--- src/hw/rtl/mhg_pkg.sv ---
// shared types, constants and the cordic angle table for the compass heading block
`default_nettype none

package mhg_pkg;

  localparam int SAMPLE_BITS   = 12;
  localparam int CORDIC_STAGES = 16;
  localparam int MAX_STAGES    = 24;

  localparam int CFG_W = 16;
  localparam int IDX_W = 3;

  // scaled axis: sample times unsigned gain, plus offset times 1024
  localparam int PROD_W = SAMPLE_BITS + CFG_W + 1;
  localparam int SUM_W  = PROD_W + 2;
  // negation and cordic gain need two more bits
  localparam int CW     = SUM_W + 2;

  // angle accumulator in 1/32768 degree
  localparam int AW        = 26;
  localparam int ANG_EXTRA = 8;
  localparam int RW        = AW - ANG_EXTRA;
  localparam int HW        = RW + 1;

  localparam int FULL_TURN = 46080;
  localparam int HALF_TURN = 23040;

  // register indexes
  localparam logic [IDX_W-1:0] REG_DECL = 3'd0;
  localparam logic [IDX_W-1:0] REG_GOAL = 3'd1;
  localparam logic [IDX_W-1:0] REG_XGN  = 3'd2;
  localparam logic [IDX_W-1:0] REG_YGN  = 3'd3;
  localparam logic [IDX_W-1:0] REG_XOFF = 3'd4;
  localparam logic [IDX_W-1:0] REG_YOFF = 3'd5;

  typedef struct packed {
    logic signed [SAMPLE_BITS-1:0] mag_x;
    logic signed [SAMPLE_BITS-1:0] mag_y;
  } mhg_in_t;

  typedef struct packed {
    logic        [15:0] heading;
    logic signed [15:0] goal_error;
  } mhg_out_t;

  typedef struct packed {
    logic signed [CFG_W-1:0] decl;
    logic        [CFG_W-1:0] goal;
    logic        [CFG_W-1:0] x_gain;
    logic        [CFG_W-1:0] y_gain;
    logic signed [CFG_W-1:0] x_off;
    logic signed [CFG_W-1:0] y_off;
  } mhg_cfg_t;

  typedef struct packed {
    logic signed [CW-1:0] x;
    logic signed [CW-1:0] y;
    logic signed [AW-1:0] ang;
    logic                 zero;
  } mhg_vec_t;

  localparam mhg_cfg_t CFG_RESET = '{
    decl:   16'sd0,
    goal:   16'd0,
    x_gain: 16'd18789,
    y_gain: 16'd18589,
    x_off:  16'sd92,
    y_off:  16'sd536
  };

  // atan(2^-i) in 1/32768 degree, rounded to nearest
  function automatic logic signed [AW-1:0] atan_step(input int i);
    logic signed [AW-1:0] v;
    case (i)
      0:       v = AW'(1474560);
      1:       v = AW'(870484);
      2:       v = AW'(459940);
      3:       v = AW'(233473);
      4:       v = AW'(117189);
      5:       v = AW'(58652);
      6:       v = AW'(29333);
      7:       v = AW'(14667);
      8:       v = AW'(7334);
      9:       v = AW'(3667);
      10:      v = AW'(1833);
      11:      v = AW'(917);
      12:      v = AW'(458);
      13:      v = AW'(229);
      14:      v = AW'(115);
      15:      v = AW'(57);
      16:      v = AW'(29);
      17:      v = AW'(14);
      18:      v = AW'(7);
      19:      v = AW'(4);
      20:      v = AW'(2);
      21:      v = AW'(1);
      default: v = '0;
    endcase
    return v;
  endfunction

endpackage

`default_nettype wire

--- src/hw/rtl/mhg_cordic.sv ---
// vectoring cordic, one micro-rotation per register stage
`default_nettype none

module mhg_cordic #(
  parameter int STAGES = mhg_pkg::CORDIC_STAGES
) (
  input  logic              clk_i,
  input  logic              rst_ni,
  input  logic              in_valid_i,
  output logic              in_ready_o,
  input  mhg_pkg::mhg_vec_t in_data_i,
  output logic              out_valid_o,
  input  logic              out_ready_i,
  output mhg_pkg::mhg_vec_t out_data_o
);
  import mhg_pkg::*;

  logic     valid_q [STAGES];
  mhg_vec_t vec_q   [STAGES];
  logic     stg_valid [STAGES+1];
  mhg_vec_t stg_vec   [STAGES+1];
  logic     rdy       [STAGES+1];

  assign stg_valid[0] = in_valid_i;
  assign stg_vec[0]   = in_data_i;
  assign rdy[STAGES]  = out_ready_i;

  for (genvar i = 0; i < STAGES; i++) begin : g_stage
    localparam logic signed [AW-1:0] ATAN_I = atan_step(i);
    mhg_vec_t vec_d;

    always_comb begin
      vec_d.zero = stg_vec[i].zero;
      if (stg_vec[i].y > 0) begin
        vec_d.x   = stg_vec[i].x + (stg_vec[i].y >>> i);
        vec_d.y   = stg_vec[i].y - (stg_vec[i].x >>> i);
        vec_d.ang = stg_vec[i].ang + ATAN_I;
      end else begin
        vec_d.x   = stg_vec[i].x - (stg_vec[i].y >>> i);
        vec_d.y   = stg_vec[i].y + (stg_vec[i].x >>> i);
        vec_d.ang = stg_vec[i].ang - ATAN_I;
      end
    end

    assign rdy[i] = !valid_q[i] || rdy[i+1];

    always_ff @(posedge clk_i or negedge rst_ni) begin
      if (!rst_ni) begin
        valid_q[i] <= 1'b0;
      end else if (rdy[i]) begin
        valid_q[i] <= stg_valid[i];
      end
    end

    always_ff @(posedge clk_i) begin
      if (rdy[i] && stg_valid[i]) begin
        vec_q[i] <= vec_d;
      end
    end

    assign stg_valid[i+1] = valid_q[i];
    assign stg_vec[i+1]   = vec_q[i];
  end

  assign in_ready_o  = rdy[0];
  assign out_valid_o = stg_valid[STAGES];
  assign out_data_o  = stg_vec[STAGES];

endmodule

`default_nettype wire

--- config.mk ---
export PLATFORM = sky130hd
export DESIGN_NAME = mhg_cordic
export DESIGN_NICKNAME = d
export VERILOG_FILES = /design/src/hw/rtl/mhg_pkg.sv /design/src/hw/rtl/mhg_cordic.sv
export SDC_FILE = /design/constraint.sdc
export NUM_CORES = 2
export LEC_CHECK = 0
export BUFFER_PORTS_ARGS = -buffer_cell sky130_fd_sc_hd__buf_2
export CAP_MARGIN = 20
export CORE_MARGIN = 5
export CORE_UTILIZATION = 39
export CTS_CLUSTER_SIZE = 40
export DETAILED_ROUTE_END_ITERATION = 8
export PLACE_DENSITY_LB_ADDON = 0.1
export SYNTH_ARGS = -nofsm -noshare
export SYNTH_HDL_FRONTEND = slang
export SYNTH_SLANG_ARGS = --single-unit
--- constraint.sdc ---
create_clock -name clk_i -period 20.6 [get_ports clk_i]
set_clock_uncertainty 0.1 [all_clocks]
set_input_delay 4.12 -clock clk_i [delete_from_list [all_inputs] [get_ports clk_i]]
set_output_delay 4.12 -clock clk_i [all_outputs]
set_load 0.1 [all_outputs]
==> After elaboration in Yosys (flattened, before gate mapping) <==
Memories as Yosys holds them, arrays and structs flattened.
Cells that the tools add are included.
{ "op_classes": {"n_reduce_logical": 48, "add_sub_neg": 95, "magnitude_cmp": 16, "n_mux": 48} }
{ "op_table": {"columns": ["cell", "count"], "rows": [
  ["$mux W92", 16],
  ["$gt A33 B1 Y1 const B", 16],
  ["$add A33 B18 Y33", 2],
  ["$add A33 B19 Y33", 2],
  ["$add A33 B20 Y33", 2],
  ["$add A33 B21 Y33", 2],
  ["$add A33 B22 Y33", 2],
  ["$add A33 B23 Y33", 2],
  ["$add A33 B24 Y33", 2],
  ["$add A33 B25 Y33", 2],
  ["$add A33 B26 Y33", 2],
  ["$add A33 B27 Y33", 2],
  ["$add A33 B28 Y33", 2],
  ["$add A33 B29 Y33", 2],
  ["$add A33 B30 Y33", 2],
  ["$add A33 B31 Y33", 2],
  ["$add A33 B32 Y33", 2],
  ["$sub A33 B18 Y33", 2],
  ["$sub A33 B19 Y33", 2],
  ["$sub A33 B20 Y33", 2],
  ["$sub A33 B21 Y33", 2],
  ["$sub A33 B22 Y33", 2],
  ["$sub A33 B23 Y33", 2],
  ["$sub A33 B24 Y33", 2],
  ["other kinds (46)", 131]
]} }
{ "word_totals": {"output_inout_bits": 95, "ramBits": 1488, "word_cells": 224, "reg_bits": 16, "mem_count": 1} }
{ "memory_table": {"columns": ["name", "depth", "word_bits", "rd", "rd_ports_with_merged_regs", "write_ports", "line", "source"], "rows": [
  ["vec_q", 16, 93, 16, 0, 16, "mhg_cordic.sv:19", "mhg_vec_t vec_q [STAGES];"]
]} }

==> Depth between registers and ports, before layout <==
{ "logic_depth": {"word_depth": 20, "ltp_mapped": 27, "mapped_depth_nobuf": 25} }

==> Worst setup path after synthesis <==
Ideal clock, no wire load.
{ "synth_timing": {"path_type": "input-to-output", "from": "input port out_ready_i", "to": "output port in_ready_o", "arrival_time_ns": 6.030, "setup_slack_ns": 10.350, "cell_stages": 7, "cell_sequence": "nor2b_1 nand3_1 nor2_1 nand2_1 nor3_1 and3_1 nand3_1"} }
{ "synth_via": {"elab_chain_cells": 16} }
{ "synth_lines": {"columns": ["item", "line", "source"], "rows": [
  ["from (decl)", "mhg_cordic.sv:13", "input logic out_ready_i,"],
  ["$logic_or A1 B1 Y1 (16 in a row)", "mhg_cordic.sv:45", "assign rdy[i] = !valid_q[i] || rdy[i+1];"],
  ["to (decl)", "mhg_cordic.sv:10", "output logic in_ready_o,"]
]} }
No other way between the ends.

==> Final worst setup path <==
Ends and elaborated chain as after synthesis.

==> run summary <==
Outcome -> completed
Tmin final -> 11.40 ns
Primary FF master, synth -> edfxtp_1
Max FO, Critical Path -> 5
Iter 0 DRT Violations -> 7417
Hpwl dp -> 319 mm
Seq cells post-synth -> 1503
Commonest non-fill, non-tap cells in the layout -> edfxtp_1, ha_1, xnor2_1, a21oi_1, nor2_1
Cells after Synth -> 13652
Via count -> 103256
Crit path max-delay family -> simple AND/OR/NAND/NOR gates
Final Hold Vio Count -> 0
CTS max path bufs -> 4
Post-route cell area -> 0.141 mm^2
RR Startpoint -> vec_q[0][503]
CP Buf/Inv Count -> 2
Synth Cell Area -> 0.129 mm^2
Std-Cell Rows -> 210
Clk_lat worst skew -> 0.88 ns
Crit-path cells -> buf_2 -> nor2b_1 -> nand3_1 -> nor2_1 -> nand2_1 -> nor3_1 -> and3_1 -> nand3_1 -> buf_2
Worst path arrival time -> 7.18 ns
Vias in the first global route -> 100453
CTS Buf Count -> 195
All-Layer GR Usage -> 22.2%
Total negative slack -> 0 ns
CTS H-Tree Depth -> 4
DRT Pass-1 Iters -> 5
HP Class -> reg -> reg
Number of antenna violations at the first check in global routing -> 17
CP Launch Type -> primary input
Post-cts hold buffer count -> 0
EDFF count, synth -> 1487
Total gr overflow -> 0
# nets final -> 15429
# clock sinks -> 1503
Starting density of the core -> 39.2%
Reg2Reg Depth -> 25
Die Ht -> 584 um
Post-synth ARST share -> 1.06%
Critical Path RT -> 16.38 ns
Setup bufs post-CTS -> 0
Setup CP Type -> in -> out
Worst setup path startpoint -> out_ready_i
Crit-path max cell delay -> 0.75 ns
Final ANT Viol Nets -> 0
Area after DPL -> 0.134 mm^2
Critical path depth -> 9
Synth cell types -> 90
Commonest non-fill, non-tap cell in the layout -> edfxtp_1
Syn avg cell area -> 9.42 um^2
Die width -> 584 um
Largest net degree at the start of global routing -> 89
Flop2flop setup slack -> 11.52 ns
First-pass GRT wire length -> 602 mm
Syn nets -> 15246
Port Buffers -> 191
Die area -> 0.341 mm^2
Routed WL -> 390 mm
Crit end category -> primary output
GP Congestion -> 0.919
Slowest CP cell -> nor3_1
Resized Gates After CTS -> 0
Yosys warning count -> 0
Fin crit share -> 55.4%
Tightest Pin Transition -> 1.06 ns
WL/cell -> 21.3 um
Core footprint -> 0.328 mm^2
Pre-CTS WS -> 9.19 ns
TritonCTS clock tree -> yes
Sequential share of the synthesized area -> 35.0%
RSZ-0062 raised after global routing -> no
Max-Cap Viols -> 0
Avg Vias per Cell -> 5.63
Setup-failing EPs final -> 0
Root buf cell -> clkbuf_16
Area delta synth->final -> 9.47%
Fmax -> 87.7 MHz
DRC Markers -> 0
Max-slew headroom -> 28.6%
FF-to-FF End -> vec_q[0][650]
Post-route setup slack -> 9.20 ns
Number of I/O pins -> 192
Final Slew Violations -> 0
Setup crit end -> in_ready_o
Fraction of layout cells with a size suffix above 1 -> 5.20%
Reg clk slew, reported paths -> 0.06 ns
==> sequential cells by signal, summed over array words and instances (netlist names) <==
name / cells
vec_q: 1487
out_valid_o: 1
stg_valid: 15
==> routing by layer <==
metal	track usage [%]	up-vias	wire [um]
li1	-	50666	-
met1	32.5	49872	191000
met2	35.6	2303	173000
met3	2.46	413	18300
met4	4.29	2	7870
met5	0	-	8
==> metrics by stage <==
| stage | std cells | utilization [%] | hold slack, ns |
|---|---|---|---|
| 6_report | 18350 | 42.9 | 0.310 |
| 5_1_grt | 18345 | 42.9 | 0.321 |
| 4_1_cts | 18340 | 42.9 | 0.313 |
| 3_5_place_dp | 17981 | 41.0 | 0.305 |
| 3_3_place_gp | 17980 | 41.0 | 0.304 |
| 2_1_floorplan | 13652 | - | 0.300 |
==> cell usage after synthesis (all sizes together), types with 204 or more instances <==
master,count,area [um^2]
a21o,566,4250
a21oi,1322,6620
edfxtp,1487,44700
ha,1448,18100
inv,686,2570
nand2,780,2930
nand2b,227,1420
nand3,250,1250
nor2,1132,4260
nor2b,229,1430
nor3,308,1550
o21ai,846,4230
o31ai,204,1530
xnor2,1322,11600
xor2,601,5260
==> final cells by class <==
| type | count | area [um^2] |
|---|---|---|
| Antenna cell | 7 | 17.5 |
| Clock buffer | 225 | 5080 |
| Clock inverter | 134 | 1350 |
| Fill cell | 31709 | 187000 |
| Inverter | 694 | 2610 |
| Multi-Input combinational cell | 11168 | 79700 |
| Sequential cell | 1503 | 45100 |
| Tap cell | 4346 | 5440 |
| Timing Repair Buffer | 273 | 1600 |
==> worst min-delay path by stage <==
| stage | to | depth (start not counted) | from |
|---|---|---|---|
| final | vec_q[1][372] | 0 | vec_q[1][279] |
| after global routing | vec_q[0][95] | 0 | vec_q[0][2] |
| after CTS | vec_q[1][372] | 0 | vec_q[1][279] |
| after detailed placement | vec_q[1][373] | 0 | vec_q[1][280] |
| after global placement | vec_q[1][465] | 0 | vec_q[1][372] |
| after floorplan | vec_q[0][186] | 0 | vec_q[0][93] |
==> logic make-up (layout without fill, tap and decap cells) <==
family,Yosys count,after routing,synth area share (%)
mux,28,28,0.230
fa+ha+maj,1497,1497,14.8
flops,1503,1503,35.0
simple gates,3684,3684,13.9
buf+inv,981,1326,3.17
compound gates,4036,4036,19.7
other cells,0,7,0
xor+xnor,1923,1923,13.1
Power is left out: the tool's default activity adds up to more than one toggle a clock period on the data nets, which glitch-free logic cannot reach.
