<file path="src/hw/rtl/mhg_pkg.sv">
// shared types, constants and the cordic angle table for the compass heading block
`default_nettype none

package mhg_pkg;

  localparam int SAMPLE_BITS   = 12;
  localparam int CORDIC_STAGES = 16;
  localparam int MAX_STAGES    = 24;

  localparam int CFG_W = 16;
  localparam int IDX_W = 3;

  // scaled axis: sample times unsigned gain, plus offset times 1024
  localparam int PROD_W = SAMPLE_BITS + CFG_W + 1;
  localparam int SUM_W  = PROD_W + 2;
  // negation and cordic gain need two more bits
  localparam int CW     = SUM_W + 2;

  // angle accumulator in 1/32768 degree
  localparam int AW        = 26;
  localparam int ANG_EXTRA = 8;
  localparam int RW        = AW - ANG_EXTRA;
  localparam int HW        = RW + 1;

  localparam int FULL_TURN = 46080;
  localparam int HALF_TURN = 23040;

  // register indexes
  localparam logic [IDX_W-1:0] REG_DECL = 3'd0;
  localparam logic [IDX_W-1:0] REG_GOAL = 3'd1;
  localparam logic [IDX_W-1:0] REG_XGN  = 3'd2;
  localparam logic [IDX_W-1:0] REG_YGN  = 3'd3;
  localparam logic [IDX_W-1:0] REG_XOFF = 3'd4;
  localparam logic [IDX_W-1:0] REG_YOFF = 3'd5;

  typedef struct packed {
    logic signed [SAMPLE_BITS-1:0] mag_x;
    logic signed [SAMPLE_BITS-1:0] mag_y;
  } mhg_in_t;

  typedef struct packed {
    logic        [15:0] heading;
    logic signed [15:0] goal_error;
  } mhg_out_t;

  typedef struct packed {
    logic signed [CFG_W-1:0] decl;
    logic        [CFG_W-1:0] goal;
    logic        [CFG_W-1:0] x_gain;
    logic        [CFG_W-1:0] y_gain;
    logic signed [CFG_W-1:0] x_off;
    logic signed [CFG_W-1:0] y_off;
  } mhg_cfg_t;

  typedef struct packed {
    logic signed [CW-1:0] x;
    logic signed [CW-1:0] y;
    logic signed [AW-1:0] ang;
    logic                 zero;
  } mhg_vec_t;

  localparam mhg_cfg_t CFG_RESET = '{
    decl:   16'sd0,
    goal:   16'd0,
    x_gain: 16'd18789,
    y_gain: 16'd18589,
    x_off:  16'sd92,
    y_off:  16'sd536
  };

  // atan(2^-i) in 1/32768 degree, rounded to nearest
  function automatic logic signed [AW-1:0] atan_step(input int i);
    logic signed [AW-1:0] v;
    case (i)
      0:       v = AW'(1474560);
      1:       v = AW'(870484);
      2:       v = AW'(459940);
      3:       v = AW'(233473);
      4:       v = AW'(117189);
      5:       v = AW'(58652);
      6:       v = AW'(29333);
      7:       v = AW'(14667);
      8:       v = AW'(7334);
      9:       v = AW'(3667);
      10:      v = AW'(1833);
      11:      v = AW'(917);
      12:      v = AW'(458);
      13:      v = AW'(229);
      14:      v = AW'(115);
      15:      v = AW'(57);
      16:      v = AW'(29);
      17:      v = AW'(14);
      18:      v = AW'(7);
      19:      v = AW'(4);
      20:      v = AW'(2);
      21:      v = AW'(1);
      default: v = '0;
    endcase
    return v;
  endfunction

endpackage

`default_nettype wire

</file>
<file path="src/hw/rtl/mhg_scale.sv">
// axis scaling, offset and half-plane pre-rotation, three register stages
`default_nettype none

module mhg_scale (
  input  logic              clk_i,
  input  logic              rst_ni,
  input  mhg_pkg::mhg_cfg_t cfg_i,
  input  logic              in_valid_i,
  output logic              in_ready_o,
  input  mhg_pkg::mhg_in_t  in_data_i,
  output logic              out_valid_o,
  input  logic              out_ready_i,
  output mhg_pkg::mhg_vec_t out_data_o
);
  import mhg_pkg::*;

  logic [2:0] valid_q;
  logic [2:0] en;

  logic signed [PROD_W-1:0] prod_x_d, prod_y_d, prod_x_q, prod_y_q;
  logic signed [SUM_W-1:0]  sum_x_d, sum_y_d, sum_x_q, sum_y_q;
  logic signed [CW-1:0]     ext_x, ext_y;
  mhg_vec_t                 vec_d, vec_q;

  // a stage moves when it is empty or the next one moves
  assign en[2]      = !valid_q[2] || out_ready_i;
  assign en[1]      = !valid_q[1] || en[2];
  assign en[0]      = !valid_q[0] || en[1];
  assign in_ready_o = en[0];

  always_ff @(posedge clk_i or negedge rst_ni) begin
    if (!rst_ni) begin
      valid_q <= '0;
    end else begin
      if (en[0]) valid_q[0] <= in_valid_i;
      if (en[1]) valid_q[1] <= valid_q[0];
      if (en[2]) valid_q[2] <= valid_q[1];
    end
  end

  // stage 1: gain multiply
  assign prod_x_d = PROD_W'(in_data_i.mag_x) * PROD_W'($signed({1'b0, cfg_i.x_gain}));
  assign prod_y_d = PROD_W'(in_data_i.mag_y) * PROD_W'($signed({1'b0, cfg_i.y_gain}));

  // stage 2: offset in q.4 counts aligned to q.14
  assign sum_x_d = SUM_W'(prod_x_q) + (SUM_W'(cfg_i.x_off) <<< 10);
  assign sum_y_d = SUM_W'(prod_y_q) + (SUM_W'(cfg_i.y_off) <<< 10);

  // stage 3: fold left half plane onto the right one
  assign ext_x = CW'(sum_x_q);
  assign ext_y = CW'(sum_y_q);

  always_comb begin
    vec_d.zero = (sum_x_q == '0) && (sum_y_q == '0);
    if (sum_x_q < 0) begin
      vec_d.x   = -ext_x;
      vec_d.y   = -ext_y;
      vec_d.ang = (sum_y_q >= 0) ? AW'(HALF_TURN * 256) : AW'(-HALF_TURN * 256);
    end else begin
      vec_d.x   = ext_x;
      vec_d.y   = ext_y;
      vec_d.ang = '0;
    end
  end

  always_ff @(posedge clk_i) begin
    if (en[0] && in_valid_i) begin
      prod_x_q <= prod_x_d;
      prod_y_q <= prod_y_d;
    end
    if (en[1] && valid_q[0]) begin
      sum_x_q <= sum_x_d;
      sum_y_q <= sum_y_d;
    end
    if (en[2] && valid_q[1]) begin
      vec_q <= vec_d;
    end
  end

  assign out_valid_o = valid_q[2];
  assign out_data_o  = vec_q;

endmodule

`default_nettype wire

</file>
<file path="config.mk">
export PLATFORM = sky130hd
export DESIGN_NAME = mhg_scale
export DESIGN_NICKNAME = d
export VERILOG_FILES = /design/src/hw/rtl/mhg_pkg.sv /design/src/hw/rtl/mhg_scale.sv
export SDC_FILE = /design/constraint.sdc
export NUM_CORES = 1
export LEC_CHECK = 0
export ABC_AREA = 1
export BUFFER_PORTS_ARGS = -buffer_cell sky130_fd_sc_hd__buf_4
export CORE_UTILIZATION = 57
export CTS_BUF_LIST = sky130_fd_sc_hd__clkbuf_16
export DETAILED_ROUTE_END_ITERATION = 7
export PLACE_DENSITY = 0.73
export SYNTH_ARGS = -nofsm -noshare
export SYNTH_HDL_FRONTEND = slang
export SYNTH_SLANG_ARGS = --single-unit
</file>
<file path="constraint.sdc">
create_clock -name clk_i -period 5.46 [get_ports clk_i]
set_input_delay 0.819 -clock clk_i [delete_from_list [all_inputs] [get_ports clk_i]]
set_output_delay 0.819 -clock clk_i [all_outputs]
set_load 0.05 [all_outputs]
</file>
# Yosys cells after proc, flatten, opt, wreduce, memory -nomap -nowiden
# Index checks and enable logic that the tools add are counted.
[classes] reduce_logical=12 n_shift=0 multipliers=2 n_eq_ne=0 n_mux=2 n_addsub=4 div=0 n_lt_le_gt_ge=2 bitwise_logic=0
[ops] operator="two-way mux 92 bit" n=1
[ops] operator="negator 30 -> 33 bit" n=2
[ops] operator="logical NOT 31 bit" n=2
[ops] operator="adder 29 x 26 -> 30 bit" n=2
[ops] operator="multiplier 12 x 17 -> 29 bit" n=2
[ops] operator=">= comparator 30 x 1 -> 1 bit (second input constant)" n=1
[ops] operator="less-than comparator 30 x 1 -> 1 bit (second input constant)" n=1
[ops] operator="two-way mux 26 bit" n=1
[ops] operator="logical AND 1 bit" n=4
[ops] operator="logical NOT 1 bit" n=3
[ops] operator="logical OR 1 bit" n=3
[word_totals] romBits=0 elab_cells=33 in_bits=124 output_inout_bits=95 ff_bits=214 latch_bits=0 memories=0 mem_bits_rw=0

# Depth between registers and ports, before layout
[logic_depth] ltp_word=5 mapped_depth=24 mapped_depth_nobuf=22

# Least setup slack after synthesis
# Ideal clock, no wire load.
[synth_timing] path_type="input port to flip-flop" startpoint="input in_data_i[22] (netlist name)" endpoint="register prod_x_q[20] (data pin)" setup_ns=0.259 slack_ns=0.098 stages=19 required_ns=5.201 path_buffers=2 t_arrival_ns=5.103 cell_sequence="clkbuf_1 > clkbuf_1 > nand2_1 > fa_1 > fa_1 > inv_1 > fa_1 > fa_1 > inv_1 > fa_1 > inv_1 > ha_1 > nand2_1 > inv_1 > a21oi_1 > nand2_1 > nand2_1 > nand2_1 > xor2_1"
[synth_between] elab_chain_cells=1
[synth_rtl] element="start: declaration" line="mhg_scale.sv:10" text="input mhg_pkg::mhg_in_t in_data_i,"
[synth_rtl] element="multiplier 12 x 17 -> 29 bit" line="mhg_scale.sv:42" text="assign prod_x_d = PROD_W'(in_data_i.mag_x) * PROD_W'($signed({1'b0, cfg_i.x_gain}));"
[synth_rtl] element="via prod_x_d[20]" line="mhg_scale.sv:20" text="logic signed [PROD_W-1:0] prod_x_d, prod_y_d, prod_x_q, prod_y_q;"
[synth_rtl] element="end signal: assignment" line="mhg_scale.sv:68" text="prod_x_q <= prod_x_d;"
[synth_rtl] element="end: declaration" line="mhg_scale.sv:20"
# The timed path passes the listed nets, and every way through them passes these cells.
# A chain may end at the register's enable or synchronous reset.

# Worst setup path after layout
[layout_timing] startpoint="input in_data_i[23] (netlist name)" endpoint="register prod_x_q[28] (data pin)"
# Same word-level chain as after synthesis.

==> impl_metrics.py <==
metrics = {
    "clock_network": {
        "cts_tree": "done",
        "cts_hold_buf": 0,
        "cts.clk_slew.worst_paths_ps": 70,
        "insertion_delay_ps": 460,
        "root_buffer": "clkbuf_16",
        "clockBufferDepth": 2,
        "clock-sinks": 191,
        "postCtsSetupBuffers": 0,
        "cts_buffers": 17,
        "cts_max_level": 4,
        "cts_resized": 0,
    },
    "setup_path": {
        "reg2reg_depth": 4,
        "end_kind": "flip-flop",
        "slowest_stage": "fa_1",
        "cp.depth": 19,
        "crit_path_frequent_cell": "fa_1",
        "critPathBufInv": 5,
        "crit_path_cell_trace": "buf_4 > inv_1 > or2_2 > fa_1 > fa_1 > inv_1 > fa_1 > fa_1 > inv_1 > fa_1 > inv_1 > ha_1 > nand2_1 > nor2_1 > nand3_1 > nand2_1 > nand2_1 > nand4_1 > nand2_1",
        "path_max_fanout": 4,
        "criticalPathCategory": "in -> reg",
        "cpPeakStageDelay_ps": 550,
        "cp-start-kind": "input port",
        "path_delay_family": "adder cells",
        "critPathArrivalTime_ps": 5270,
        "cp.required_ps": 5680,
    },
    "synthesis": {
        "synthDistinctLibCells": 35,
        "yosys.area.top_type": "fa_1",
        "yosysTopAreaCellShare_pct": 23.3,
        "synth.area.top_cells": "fa_1 23%, edfxtp_1 23%, nand2_1 16%",
        "ys_async_sr_fraction_pct": 1.57,
        "synth_area_per_cell_um2": 7.71,
        "synth_ff_type": "edfxtp_1",
        "synth_edf_count": 188,
        "syn_inst": 3163,
        "synth.yosys.seq_area_share_pct": 23.5,
        "ys_ff_latch": 191,
        "syn_area_um2": 24400,
        "yosys_warnings": 0,
    },
    "global_routing": {
        "grt_pass1_vias": 19697,
        "grt_pass1_wl_um": 91300,
        "antenna_found_initial": 0,
        "grt_usage_pct": 25.7,
        "grt_max_degree": 71,
        "overflow": 0,
    },
    "sta": {
        "grt_setup_unrepaired": "no",
        "setup_violations": 0,
        "slew_violations": 0,
        "period_needed_ps": 5050,
        "whs_ps": 145,
        "slew_headroom_pct": 43.2,
        "worstMarginPinSlew_ps": 852,
        "max_freq_mhz": 198,
        "fin_crit_sh_pct": 92.5,
        "final_hold_viol_count": 0,
        "fin_skew_ps": 14.5,
    },
    "layout": {
        "synthToLayoutAreaGrowth_pct": 9.36,
        "fin_nets": 3896,
        "antenna_cells": 0,
        "multiInputGateArea_um2": 15300,
        "regArea_um2": 5720,
        "fillers": 3775,
        "drive_above_1_share_pct": 7.99,
    },
    "flow_run": {
        "cap_violations": 0,
    },
    "floorplanning": {
        "rows": 75,
        "initial_core_util_pct": 58.0,
        "dieHeight_um": 209,
        "ios": 219,
        "die_area_um2": 43600,
        "die_x_um": 209,
        "coreArea_um2": 42000,
    },
    "placed_design": {
        "portBuffers": 169,
        "gp_congestion": 0.905,
        "dp_hpwl_um": 44800,
    },
    "power": {
        "power_mw": 16.2,
        "peakVddDrop_v": 0.000482,
        "p_per_area_nw_per_um2": 608,
        "p_leak_nw": 14.9,
    },
    "status": {
        "status": "finished clean",
    },
    "hold_path": {
        "hold_path_class": "in -> async",
    },
    "detailed_routing": {
        "drt_first_pass_iters": 5,
        "via_per_inst": 5.02,
        "num_vias": 19222,
        "drt-total-wl_um": 53200,
        "wire_per_inst_um": 13.9,
        "drc_errors": 0,
        "drtAntennaViolNets": 0,
        "initialDrtViolationCount": 1008,
    },
}
[cell usage after synthesis, types with 10 or more instances]
library cell	number
nand3_1	117
clkbuf_1	78
nand2_1	1018
buf_4	23
or2_2	11
fa_1	284
edfxtp_1	188
nand3b_1	10
xor2_1	57
nand4_1	26
xnor2_1	22
a21oi_1	59
inv_1	790
nor2_1	182
o21ai_0	17
nor2_2	19
ha_1	209
[per-layer routing]
layer / track usage (%) / wire length, µm / vias to the layer above
li1: - / - / 9541
met1: 33.9 / 23600 / 9010
met2: 44.2 / 25300 / 569
met3: 2.86 / 2860 / 102
met4: 8.42 / 1370 / 0
met5: 0 / 0 / -
[stage by stage]
step / area, µm² / util [%] / setup slack [ps] / setup TNS [ps] / instances
6_report: 26700 / 63.4 / 409 / 0 / 3831
5_1_grt: 26700 / 63.4 / 182 / 0 / 3831
4_1_cts: 26700 / 63.4 / 445 / 0 / 3831
3_5_place_dp: 26000 / 61.9 / -34.6 / -93.6 / 3799
3_3_place_gp: 26000 / 61.9 / 19.9 / 0 / 3799
2_1_floorplan: 24400 / - / 98.4 / 0 / 3182
[area by class of cell]
cell class / count / share of cell area, %
repair buffers: 188 / 5.30
well taps: 539 / 2.53
clock inverters: 15 / 0.728
clock buffers: 17 / 1.60
multi-input cells: 2088 / 57.2
flip-flops and latches: 191 / 21.5
inverters: 793 / 11.2
[power by group]
part,switching (mW),total [mW],internal [mW]
clock network,0.538,1.30,0.764
logic,7.68,11.8,4.11
registers,0.301,3.11,2.81
total,8.52,16.2,7.68
[kinds of logic (layout without fill, tap and decap cells)]
kind of cell | count (synthesis) | in the layout | share of synthesized area, %
simple gates | 1408 | 1408 | 23.4
buf+inv | 903 | 1013 | 14.3
flops | 191 | 191 | 23.5
compound gates | 88 | 88 | 1.88
xor+xnor | 79 | 79 | 2.84
fa+ha+maj | 493 | 493 | 34.1
other cells | 1 | 20 | 0.0154
[flip-flops by register name (all words and copies together), names as in the netlist]
register	flops
prod_x_q	29
sum_x_q	30
prod_y_q	29
valid_q	3
out_data_o	70
sum_y_q	30
[layout by cell type, fill, tap and decap left out, types with 17 or more instances in the layout]
cell type  netlist  final
fa_1           284    284
conb_1           1     20
nor2_1         182    182
nand4_1         26     26
buf_4           23    188
inv_1          790    790
a21oi_1         59     58
edfxtp_1       188    188
clkbuf_16        0     17
nand3_1        117    117
xnor2_1         22     22
nor2_2          19     19
o21ai_0         17     17
nand2_1       1018   1018
xor2_1          57     57
ha_1           209    209
[final timing paths]
path | start | end | slack (ps)
setup / recovery | in_data_i[23] | prod_x_q[28] | 410
hold / removal | rst_ni | valid_q[1] | 150
setup reg to reg | sum_x_q[29] | out_data_o[68] | 3360
hold reg to reg | prod_x_q[2] | sum_x_q[2] | 420
max in group asynchronous | rst_ni | valid_q[0] | 5220
min in group clk_i | prod_x_q[2] | sum_x_q[2] | 420
No activity file was read; power rests on OpenSTA's default activity.
