## src/hw/rtl/mhg_pkg.sv

```systemverilog
// shared types, constants and the cordic angle table for the compass heading block
`default_nettype none

package mhg_pkg;

  localparam int SAMPLE_BITS   = 12;
  localparam int CORDIC_STAGES = 16;
  localparam int MAX_STAGES    = 24;

  localparam int CFG_W = 16;
  localparam int IDX_W = 3;

  // scaled axis: sample times unsigned gain, plus offset times 1024
  localparam int PROD_W = SAMPLE_BITS + CFG_W + 1;
  localparam int SUM_W  = PROD_W + 2;
  // negation and cordic gain need two more bits
  localparam int CW     = SUM_W + 2;

  // angle accumulator in 1/32768 degree
  localparam int AW        = 26;
  localparam int ANG_EXTRA = 8;
  localparam int RW        = AW - ANG_EXTRA;
  localparam int HW        = RW + 1;

  localparam int FULL_TURN = 46080;
  localparam int HALF_TURN = 23040;

  // register indexes
  localparam logic [IDX_W-1:0] REG_DECL = 3'd0;
  localparam logic [IDX_W-1:0] REG_GOAL = 3'd1;
  localparam logic [IDX_W-1:0] REG_XGN  = 3'd2;
  localparam logic [IDX_W-1:0] REG_YGN  = 3'd3;
  localparam logic [IDX_W-1:0] REG_XOFF = 3'd4;
  localparam logic [IDX_W-1:0] REG_YOFF = 3'd5;

  typedef struct packed {
    logic signed [SAMPLE_BITS-1:0] mag_x;
    logic signed [SAMPLE_BITS-1:0] mag_y;
  } mhg_in_t;

  typedef struct packed {
    logic        [15:0] heading;
    logic signed [15:0] goal_error;
  } mhg_out_t;

  typedef struct packed {
    logic signed [CFG_W-1:0] decl;
    logic        [CFG_W-1:0] goal;
    logic        [CFG_W-1:0] x_gain;
    logic        [CFG_W-1:0] y_gain;
    logic signed [CFG_W-1:0] x_off;
    logic signed [CFG_W-1:0] y_off;
  } mhg_cfg_t;

  typedef struct packed {
    logic signed [CW-1:0] x;
    logic signed [CW-1:0] y;
    logic signed [AW-1:0] ang;
    logic                 zero;
  } mhg_vec_t;

  localparam mhg_cfg_t CFG_RESET = '{
    decl:   16'sd0,
    goal:   16'd0,
    x_gain: 16'd18789,
    y_gain: 16'd18589,
    x_off:  16'sd92,
    y_off:  16'sd536
  };

  // atan(2^-i) in 1/32768 degree, rounded to nearest
  function automatic logic signed [AW-1:0] atan_step(input int i);
    logic signed [AW-1:0] v;
    case (i)
      0:       v = AW'(1474560);
      1:       v = AW'(870484);
      2:       v = AW'(459940);
      3:       v = AW'(233473);
      4:       v = AW'(117189);
      5:       v = AW'(58652);
      6:       v = AW'(29333);
      7:       v = AW'(14667);
      8:       v = AW'(7334);
      9:       v = AW'(3667);
      10:      v = AW'(1833);
      11:      v = AW'(917);
      12:      v = AW'(458);
      13:      v = AW'(229);
      14:      v = AW'(115);
      15:      v = AW'(57);
      16:      v = AW'(29);
      17:      v = AW'(14);
      18:      v = AW'(7);
      19:      v = AW'(4);
      20:      v = AW'(2);
      21:      v = AW'(1);
      default: v = '0;
    endcase
    return v;
  endfunction

endpackage

`default_nettype wire

```

## src/hw/rtl/mhg_wrap.sv

```systemverilog
// angle rounding, declination, heading wrap and goal difference, five stages
`default_nettype none

module mhg_wrap (
  input  logic              clk_i,
  input  logic              rst_ni,
  input  mhg_pkg::mhg_cfg_t cfg_i,
  input  logic              in_valid_i,
  output logic              in_ready_o,
  input  mhg_pkg::mhg_vec_t in_data_i,
  output logic              out_valid_o,
  input  logic              out_ready_i,
  output mhg_pkg::mhg_out_t out_data_o
);
  import mhg_pkg::*;

  function automatic logic signed [HW-1:0] wrap_turn(input logic signed [HW-1:0] h);
    logic signed [HW-1:0] r;
    if (h < 0) begin
      r = h + HW'(FULL_TURN);
    end else if (h >= HW'(FULL_TURN)) begin
      r = h - HW'(FULL_TURN);
    end else begin
      r = h;
    end
    return r;
  endfunction

  logic [4:0] valid_q;
  logic [4:0] en;

  logic signed [AW-1:0] ang_sum;
  logic signed [RW-1:0] ang_rnd;
  logic signed [HW-1:0] h1_d, h1_q, h2_q, h3_q, d4_d, d4_q, d5;
  logic        [15:0]   h4_q;
  mhg_out_t             out_d, out_q;

  assign en[4]      = !valid_q[4] || out_ready_i;
  assign en[3]      = !valid_q[3] || en[4];
  assign en[2]      = !valid_q[2] || en[3];
  assign en[1]      = !valid_q[1] || en[2];
  assign en[0]      = !valid_q[0] || en[1];
  assign in_ready_o = en[0];

  always_ff @(posedge clk_i or negedge rst_ni) begin
    if (!rst_ni) begin
      valid_q <= '0;
    end else begin
      if (en[0]) valid_q[0] <= in_valid_i;
      if (en[1]) valid_q[1] <= valid_q[0];
      if (en[2]) valid_q[2] <= valid_q[1];
      if (en[3]) valid_q[3] <= valid_q[2];
      if (en[4]) valid_q[4] <= valid_q[3];
    end
  end

  // round to 1/128 degree, zero pair gives angle 0, then add declination
  assign ang_sum = in_data_i.ang + AW'(128);
  assign ang_rnd = in_data_i.zero ? '0 : $signed(ang_sum[AW-1:ANG_EXTRA]);
  assign h1_d    = HW'(ang_rnd) + HW'(cfg_i.decl);

  // goal difference, heading already in range
  assign d4_d = HW'($signed({1'b0, cfg_i.goal})) - h3_q;

  always_comb begin
    if (d4_q < -HW'(HALF_TURN)) begin
      d5 = d4_q + HW'(FULL_TURN);
    end else if (d4_q > HW'(HALF_TURN)) begin
      d5 = d4_q - HW'(FULL_TURN);
    end else begin
      d5 = d4_q;
    end
    out_d.heading    = h4_q;
    out_d.goal_error = d5[15:0];
  end

  always_ff @(posedge clk_i) begin
    if (en[0] && in_valid_i) h1_q <= h1_d;
    if (en[1] && valid_q[0]) h2_q <= wrap_turn(h1_q);
    if (en[2] && valid_q[1]) h3_q <= wrap_turn(h2_q);
    if (en[3] && valid_q[2]) begin
      h4_q <= h3_q[15:0];
      d4_q <= d4_d;
    end
    if (en[4] && valid_q[3]) out_q <= out_d;
  end

  assign out_valid_o = valid_q[4];
  assign out_data_o  = out_q;

  a_heading_wrapped: assert property (@(posedge clk_i) disable iff (!rst_ni)
    valid_q[2] |-> (h3_q >= 0) && (h3_q < HW'(FULL_TURN)))
    else $error("heading left [0,360) after two wrap steps");

  a_out_heading: assert property (@(posedge clk_i) disable iff (!rst_ni)
    out_valid_o |-> (out_q.heading < 16'(FULL_TURN)))
    else $error("heading output out of range");

  a_out_goal: assert property (@(posedge clk_i) disable iff (!rst_ni)
    out_valid_o |-> (out_q.goal_error >= -16'sd23040) && (out_q.goal_error <= 16'sd23040))
    else $error("goal error out of range");

endmodule

`default_nettype wire

```

## config.mk

```make
export PLATFORM = sky130hd
export DESIGN_NAME = mhg_wrap
export DESIGN_NICKNAME = d
export VERILOG_FILES = /design/src/hw/rtl/mhg_pkg.sv /design/src/hw/rtl/mhg_wrap.sv
export SDC_FILE = /design/constraint.sdc
export NUM_CORES = 1
export LEC_CHECK = 0
export ABC_AREA = 1
export BUFFER_PORTS_ARGS = -buffer_cell sky130_fd_sc_hd__buf_2
export CELL_PAD_IN_SITES_DETAIL_PLACEMENT = 0
export CELL_PAD_IN_SITES_GLOBAL_PLACEMENT = 1
export CORE_MARGIN = 5
export CORE_UTILIZATION = 35
export DETAILED_ROUTE_END_ITERATION = 10
export GPL_TIMING_DRIVEN = 0
export PLACE_DENSITY_LB_ADDON = 0.1
export SETUP_SLACK_MARGIN = 0.3
export SLEW_MARGIN = 20
export SYNTH_ARGS = -nofsm -noshare
export SYNTH_HDL_FRONTEND = slang
export SYNTH_SLANG_ARGS = --single-unit
```

## constraint.sdc

```tcl
create_clock -name clk_i -period 2.1 [get_ports clk_i]
set_input_delay 0.105 -clock clk_i [delete_from_list [all_inputs] [get_ports clk_i]]
set_output_delay 0.105 -clock clk_i [all_outputs]
set_load 0.01 [all_outputs]
```

; ---- Word-level counts from Yosys, hierarchy flattened
; Index checks and enable logic that the tools add are counted.
[word_totals]
regBits = 129
in_bits = 193
word_cells = 49
[op_classes]
reduce_logical = 15
addsub = 9
magnitude_cmp = 6
muxes = 7
[op_table]
columns = op, count
row1 = $mux 19, 4
row2 = $add 19x17->19 const B, 2
row3 = $ge 19x17->1 const B, 2
row4 = $lt 19x1->1 const B, 2
row5 = $sub 19x17->19 const B, 2
row6 = $mux 16, 2
row7 = $add 26x9->26 const B, 1
row8 = $add 18x16->19, 1
row9 = $gt 19x16->1 const B, 1
row10 = $lt 19x16->1 const B, 1
row11 = $sub 17x19->19, 1
row12 = $mux 18, 1
row13 = $add 16x16->16 const B, 1
row14 = $sub 16x16->16 const B, 1
row15 = $logic_and 1x1->1, 5
row16 = $logic_not 1->1, 5
row17 = $logic_or 1x1->1, 5

; ---- Longest topological paths before layout
[depth]
ltp_word = 7
mapped_depth = 20
mapped_depth_nobuf = 20

; ---- Worst setup path before layout
; OpenSTA, ideal clock, no wires.
[synth_path]
path_kind = register to register
startpoint = register valid_q[4]
endpoint = register out_q (netlist bit out_data_o[0]) (enable)
setup_time_ns = 0.422
stages_incl_launch_ff = 4
t_required_ns = 1.678
t_arrival_ns = 1.862
setup_slack_ns = -0.184
path_cell_list = dfrtp_1 inv_1 nor2_1 nor2_1
[synth_between]
elab_chain_len = 3
[synth_rtl]
columns = item, line_no
row1 = from (decl), mhg_wrap.sv:29  ; logic [4:0] valid_q;
row2 = from (signal assigned), mhg_wrap.sv:53  ; if (en[4]) valid_q[4] <= valid_q[3];
row3 = $logic_not 1->1, mhg_wrap.sv:38  ; assign en[4] = !valid_q[4] || out_ready_i;
row4 = $logic_or 1x1->1, mhg_wrap.sv:38
row5 = $logic_and 1x1->1, mhg_wrap.sv:85  ; if (en[4] && valid_q[3]) out_q <= out_d;
row6 = to (signal assigned), mhg_wrap.sv:85
row7 = to (decl), mhg_wrap.sv:36  ; mhg_out_t out_d, out_q;
; Every way passes these cells.
; A chain may end at the register's enable or synchronous reset.

; ---- Final worst setup path
[layout_path]
startpoint = input in_data_i[9] in the netlist's numbering
endpoint = register h1_q[10] (data pin)
[layout_between]
elab_chain_len = 3
[layout_rtl]
columns = item, line_no
row1 = from (decl), mhg_wrap.sv:10  ; input mhg_pkg::mhg_vec_t in_data_i,
row2 = $add 26x9->26, mhg_wrap.sv:58  ; assign ang_sum = in_data_i.ang + AW'(128);
row3 = $mux 18, mhg_wrap.sv:59  ; assign ang_rnd = in_data_i.zero ? '0 : $signed(ang_sum[AW-1:ANG_EXTRA]);
row4 = $add 18x16->19, mhg_wrap.sv:60  ; assign h1_d = HW'(ang_rnd) + HW'(cfg_i.decl);
row5 = named net h1_d[10], mhg_wrap.sv:34  ; logic signed [HW-1:0] h1_d, h1_q, h2_q, h3_q, d4_d, d4_q, d5;
row6 = to (signal assigned), mhg_wrap.sv:78  ; if (en[0] && in_valid_i) h1_q <= h1_d;
row7 = to (decl), mhg_wrap.sv:34
; The timed path passes the listed nets, and every way through them passes these cells.

==> results.md <==
Yosys:
- The cell count after synthesis is roughly 940.
- The total nets after synthesis is roughly 1,200.
- In this run, synthesis inferred 124 flip-flops with an integrated enable.
- The number of storage elements in the synthesis netlist is roughly 130.
- In the synthesized netlist the dominant register cell turns out to be edfxtp_1.
- The distinct cell type count after synthesis is 40.
- The average cell area after synthesis is 8.51 um2.
- The total of warnings raised by yosys is 0.
- Of the synthesized area, sequential elements account for 0.482.
- The post-synthesis instance area is around 8000 um2.
- The share of flip-flops with an asynchronous set or reset is 0.0388.

Critical path:
- STA classifies the critical path startpoint as an input pin.
- STA puts the critical path data required time at ~2.3 ns.
- The type of element capturing the critical path is a flip-flop.
- In this run the worst path has a maximum fanout of 6.
- The type of the setup path with the least slack is in -> reg.
- At the worst endpoint, the arrival time is 2.10 ns.

Layout:
- The number of antenna diodes in the final layout is 0.
- The number of nets at the end of the flow is 1,341.
- The filler-free cell count of the finished design is between 1,000 and 1,500.
- The area occupied by multi-input gates is 4450 um2.
- Relative to the synthesized area, the layout overhead comes to 35.7%.
- In the final layout, the share of cells above drive strength 1 is 0.341.
- Measured on the finished design, the core utilization comes to 0.480.
- The total area of sequential cells is slightly below 4000 um2.
- The final-layout fill cell count is 2,176.

Detailed routing:
- The per-cell routed wire length is 13.4 um.
- The routed via count divided by cell count is roughly 4.6.
- In the routed design, unresolved DRC markers number 0.
- The total vias in the final route is about 6,400.
- The number of optimization iterations in the first detailed-route pass is 4.
- Summed over all layers, the routed wires come to around 19,000 um.
- The count of nets left with antenna violations once routing finished came out at 0.
- For this block, the initial DRC count from the detailed router was about 190.

Place:
- The placed instance count is 1,314.
- The congestion estimate from routability-driven global placement came to between 0.8 and 0.9.
- Detailed placement ended at an HPWL of between 10,000 and 15,000 um.
- Buffers placed on the I/O ports in this run total 89.

Floorplan:
- The core area is between 20,000 and 25,000 um2.
- For this configuration, the core starts out at a cell density of 0.354.
- In this run the horizontal extent of the chip is between 150 and 200 um.
- During I/O placement, the number of pins put on the boundary was approximately 230.
- The standard-cell row count is 55.
- The die outline area is about 26,000 um2.
- The die boundary height is between 150 and 200 um.

Clocking:
- The depth of the CTS H-tree is 4.
- TritonCTS built the clock tree.
- The clock root buffer is clkbuf_16.
- The tree built by TritonCTS fans out to ~130 sinks.
- Clock-pin slew was measured on the worst setup and hold paths at approximately 0.060 ns.
- The maximum buffer depth of the clock tree is 2.
- The later pin in the worst-skew pair is clocked with a latency of approximately 0.42 ns.
- The total clock buffers created by CTS is 17.

Timing:
- The worst pin sits at a relative slew slack of 0.523.
- In the finished design, the share of the clock period the worst path needs comes to 0.923.
- The final number of max-transition violations is 0.
- The final setup skew is around 0.01 ns.
- The timing-limited maximum frequency is just over 500 MHz.
- The final hold violation count was 0.
- The minimum clock period is between 1.5 and 2 ns.
- The final number of setup-violating endpoints is 0.
- Setup repair after global routing could not meet its margin everywhere.
- The transition time at the pin with the least slew margin is 0.714 ns.

Pwr:
- The clock network power share is 0.247.
- The switching fraction of total power is 0.359.
- The power after layout is between 10 and 15 mW.
- VDD sags by at most about 0.00051 V.
- The internal power is roughly 7.4 mW.
- Dividing total power by cell area gives a power density of approximately 1100 nW/um2.
- The analysis attributes to cell leakage a power of 4.92 nW.
- Of the total power, combinational logic draws 0.370.
- In this run the power spent charging and discharging nets is around 4.1 mW.
- The sequential group share of total power is 0.383.

Status:
- The flow ran to the end, and the final reports show no timing, DRC or antenna violations.

GRT:
- The global-route wire length before repair is 31,200 um.
- The number of antenna violations at the first check in global routing is 0.
- The number of global-route vias before repair is 6,526.
- The total global routing overflow is 0.
- The total routing usage reported by global routing is 0.148.
- Entering global routing, the biggest net connects 36 pins.

Run:
- The number of max-cap violations is 0.

Worst hold path:
- In this run the worst hold path is classified as in -> async.
==> sequential cells by signal, summed over array words and instances (netlist names) <==
name        cells
out_data_o     32
d4_q           19
h1_q           19
h2_q           19
h3_q           19
h4_q           16
valid_q         5
==> layout make-up <==
type                    count  share of cell area
plain buffers              10             0.00508
well taps                 285              0.0329
clock inverters            15              0.0135
inverters                 144              0.0507
flip-flops and latches    129               0.355
clock buffers              17              0.0392
multi-input cells         656               0.410
repair buffers            145              0.0932
==> per-stage QoR <==
step	area [um2]	setup slack, ns	setup TNS, ns	hold slack (ns)
4_1_cts	10300	0.142	0	0.0506
3_3_place_gp	8890	-0.525	-4.46	-0.0702
2_1_floorplan	8090	0.00783	0	-0.191
3_5_place_dp	8920	-0.493	-5.28	-0.0712
5_1_grt	10800	0.00178	0	0.0496
6_report	10800	0.162	0	0.0489
==> worst max-delay path, cell delays in order <==
cell,delay [ns]
buf_8,0.09
ha_4,0.13
nand2_2,0.05
inv_2,0.07
nand3_4,0.08
nor2_4,0.12
nand2_4,0.09
nor2_4,0.16
buf_6,0.11
o21a_1,0.15
ha_4,0.24
nand2_4,0.08
inv_4,0.04
nand2_2,0.05
nor2_1,0.04
nand2_1,0.11
nand3_4,0.11
buf_6,0.13
xor2_2,0.14
==> what timing repair did <==
item | 4_1_cts | 5_1_grt
pin swaps | 68 | 50
buffers inserted | 32 | 20
resized for setup | 120 | 101
hold buffers | 3 | 0
setup endpoints to repair | 86 | 85
endpoints found under the hold margin | 7 | 0
==> layout by cell type (no fill, tap or decap), drive strengths merged <==
master	instances
o21bai	8
clkinv	7
o22ai	1
nand4	9
nor2	95
inv	149
and3	1
buf	147
o21ai	24
a21oi	39
xor2	42
nor3	10
o211ai	2
o21a	2
nor4	2
clkinvlp	2
nand3	71
clkbuf	22
ha	43
nor3b	1
a31oi	2
dfrtp	5
edfxtp	124
a22oi	1
a21o	5
nand2	283
nand3b	5
bufinv	1
a211oi	2
dlygate4sd3	3
fa	2
xnor2	6
==> power groups by stage <==
| stage | Sequential, mW | Combinational [mW] | Clock, mW |
|---|---|---|---|
| floorplan | 4.49 | 2.38 | 0 |
| global placement | 4.47 | 3.49 | 0 |
| detailed placement | 4.47 | 3.52 | 0 |
| CTS | 4.43 | 3.93 | 2.94 |
| global route | 4.52 | 4.83 | 3.07 |
| finish | 4.41 | 4.27 | 2.85 |
==> cell usage after synthesis, drive strengths merged, types with 8 or more instances <==
library cell  number  area, um2
o21bai             8       60.1
nand3             71        400
nor3              10       55.1
xor2              42        368
edfxtp           124       3720
o21ai             24        120
nand4              9       56.3
nand2            283       1090
a21oi             39        199
ha                43        538
inv              143        537
nor2              95        392
==> routing by layer <==
layer / up-vias / global-route usage / wire length, um
met3: 17 / 0.0309 / 554
met1: 2910 / 0.179 / 8310
met2: 77 / 0.267 / 9720
met5: - / 0 / 0
met4: 0 / 0.0446 / 231
li1: 3390 / - / -
==> final timing paths <==
| check | startpoint | to | slack (ns) | cells past startpoint |
|---|---|---|---|---|
| setup / recovery | in_data_i[9] | h1_q[10] | 0.16 | 19 |
| hold / removal | rst_ni | valid_q[3] | 0.05 | 2 |
| setup reg to reg | h3_q[0] | d4_q[12] | 0.22 | 10 |
| hold reg to reg | h4_q[7] | out_data_o[23] | 0.41 | 0 |
| max in group asynchronous | rst_ni | valid_q[1] | 1.91 | 2 |
| min in group clk_i | cfg_i[80] | h1_q[0] | 0.06 | 2 |
==> cell families (layout without fill, tap and decap cells) <==
| family | count (synthesis) | in the layout | share of synthesized area |
|---|---|---|---|
| AO/OA/AOI/OAI | 86 | 86 | 0.0611 |
| XOR/XNOR | 48 | 48 | 0.0526 |
| adder cells (fa/ha/maj) | 45 | 45 | 0.0724 |
| buffers and inverters | 154 | 331 | 0.0744 |
| flip-flops | 129 | 129 | 0.482 |
| AND/OR/NAND/NOR | 477 | 477 | 0.258 |
Note: power is estimated with default switching activity, not from simulation.
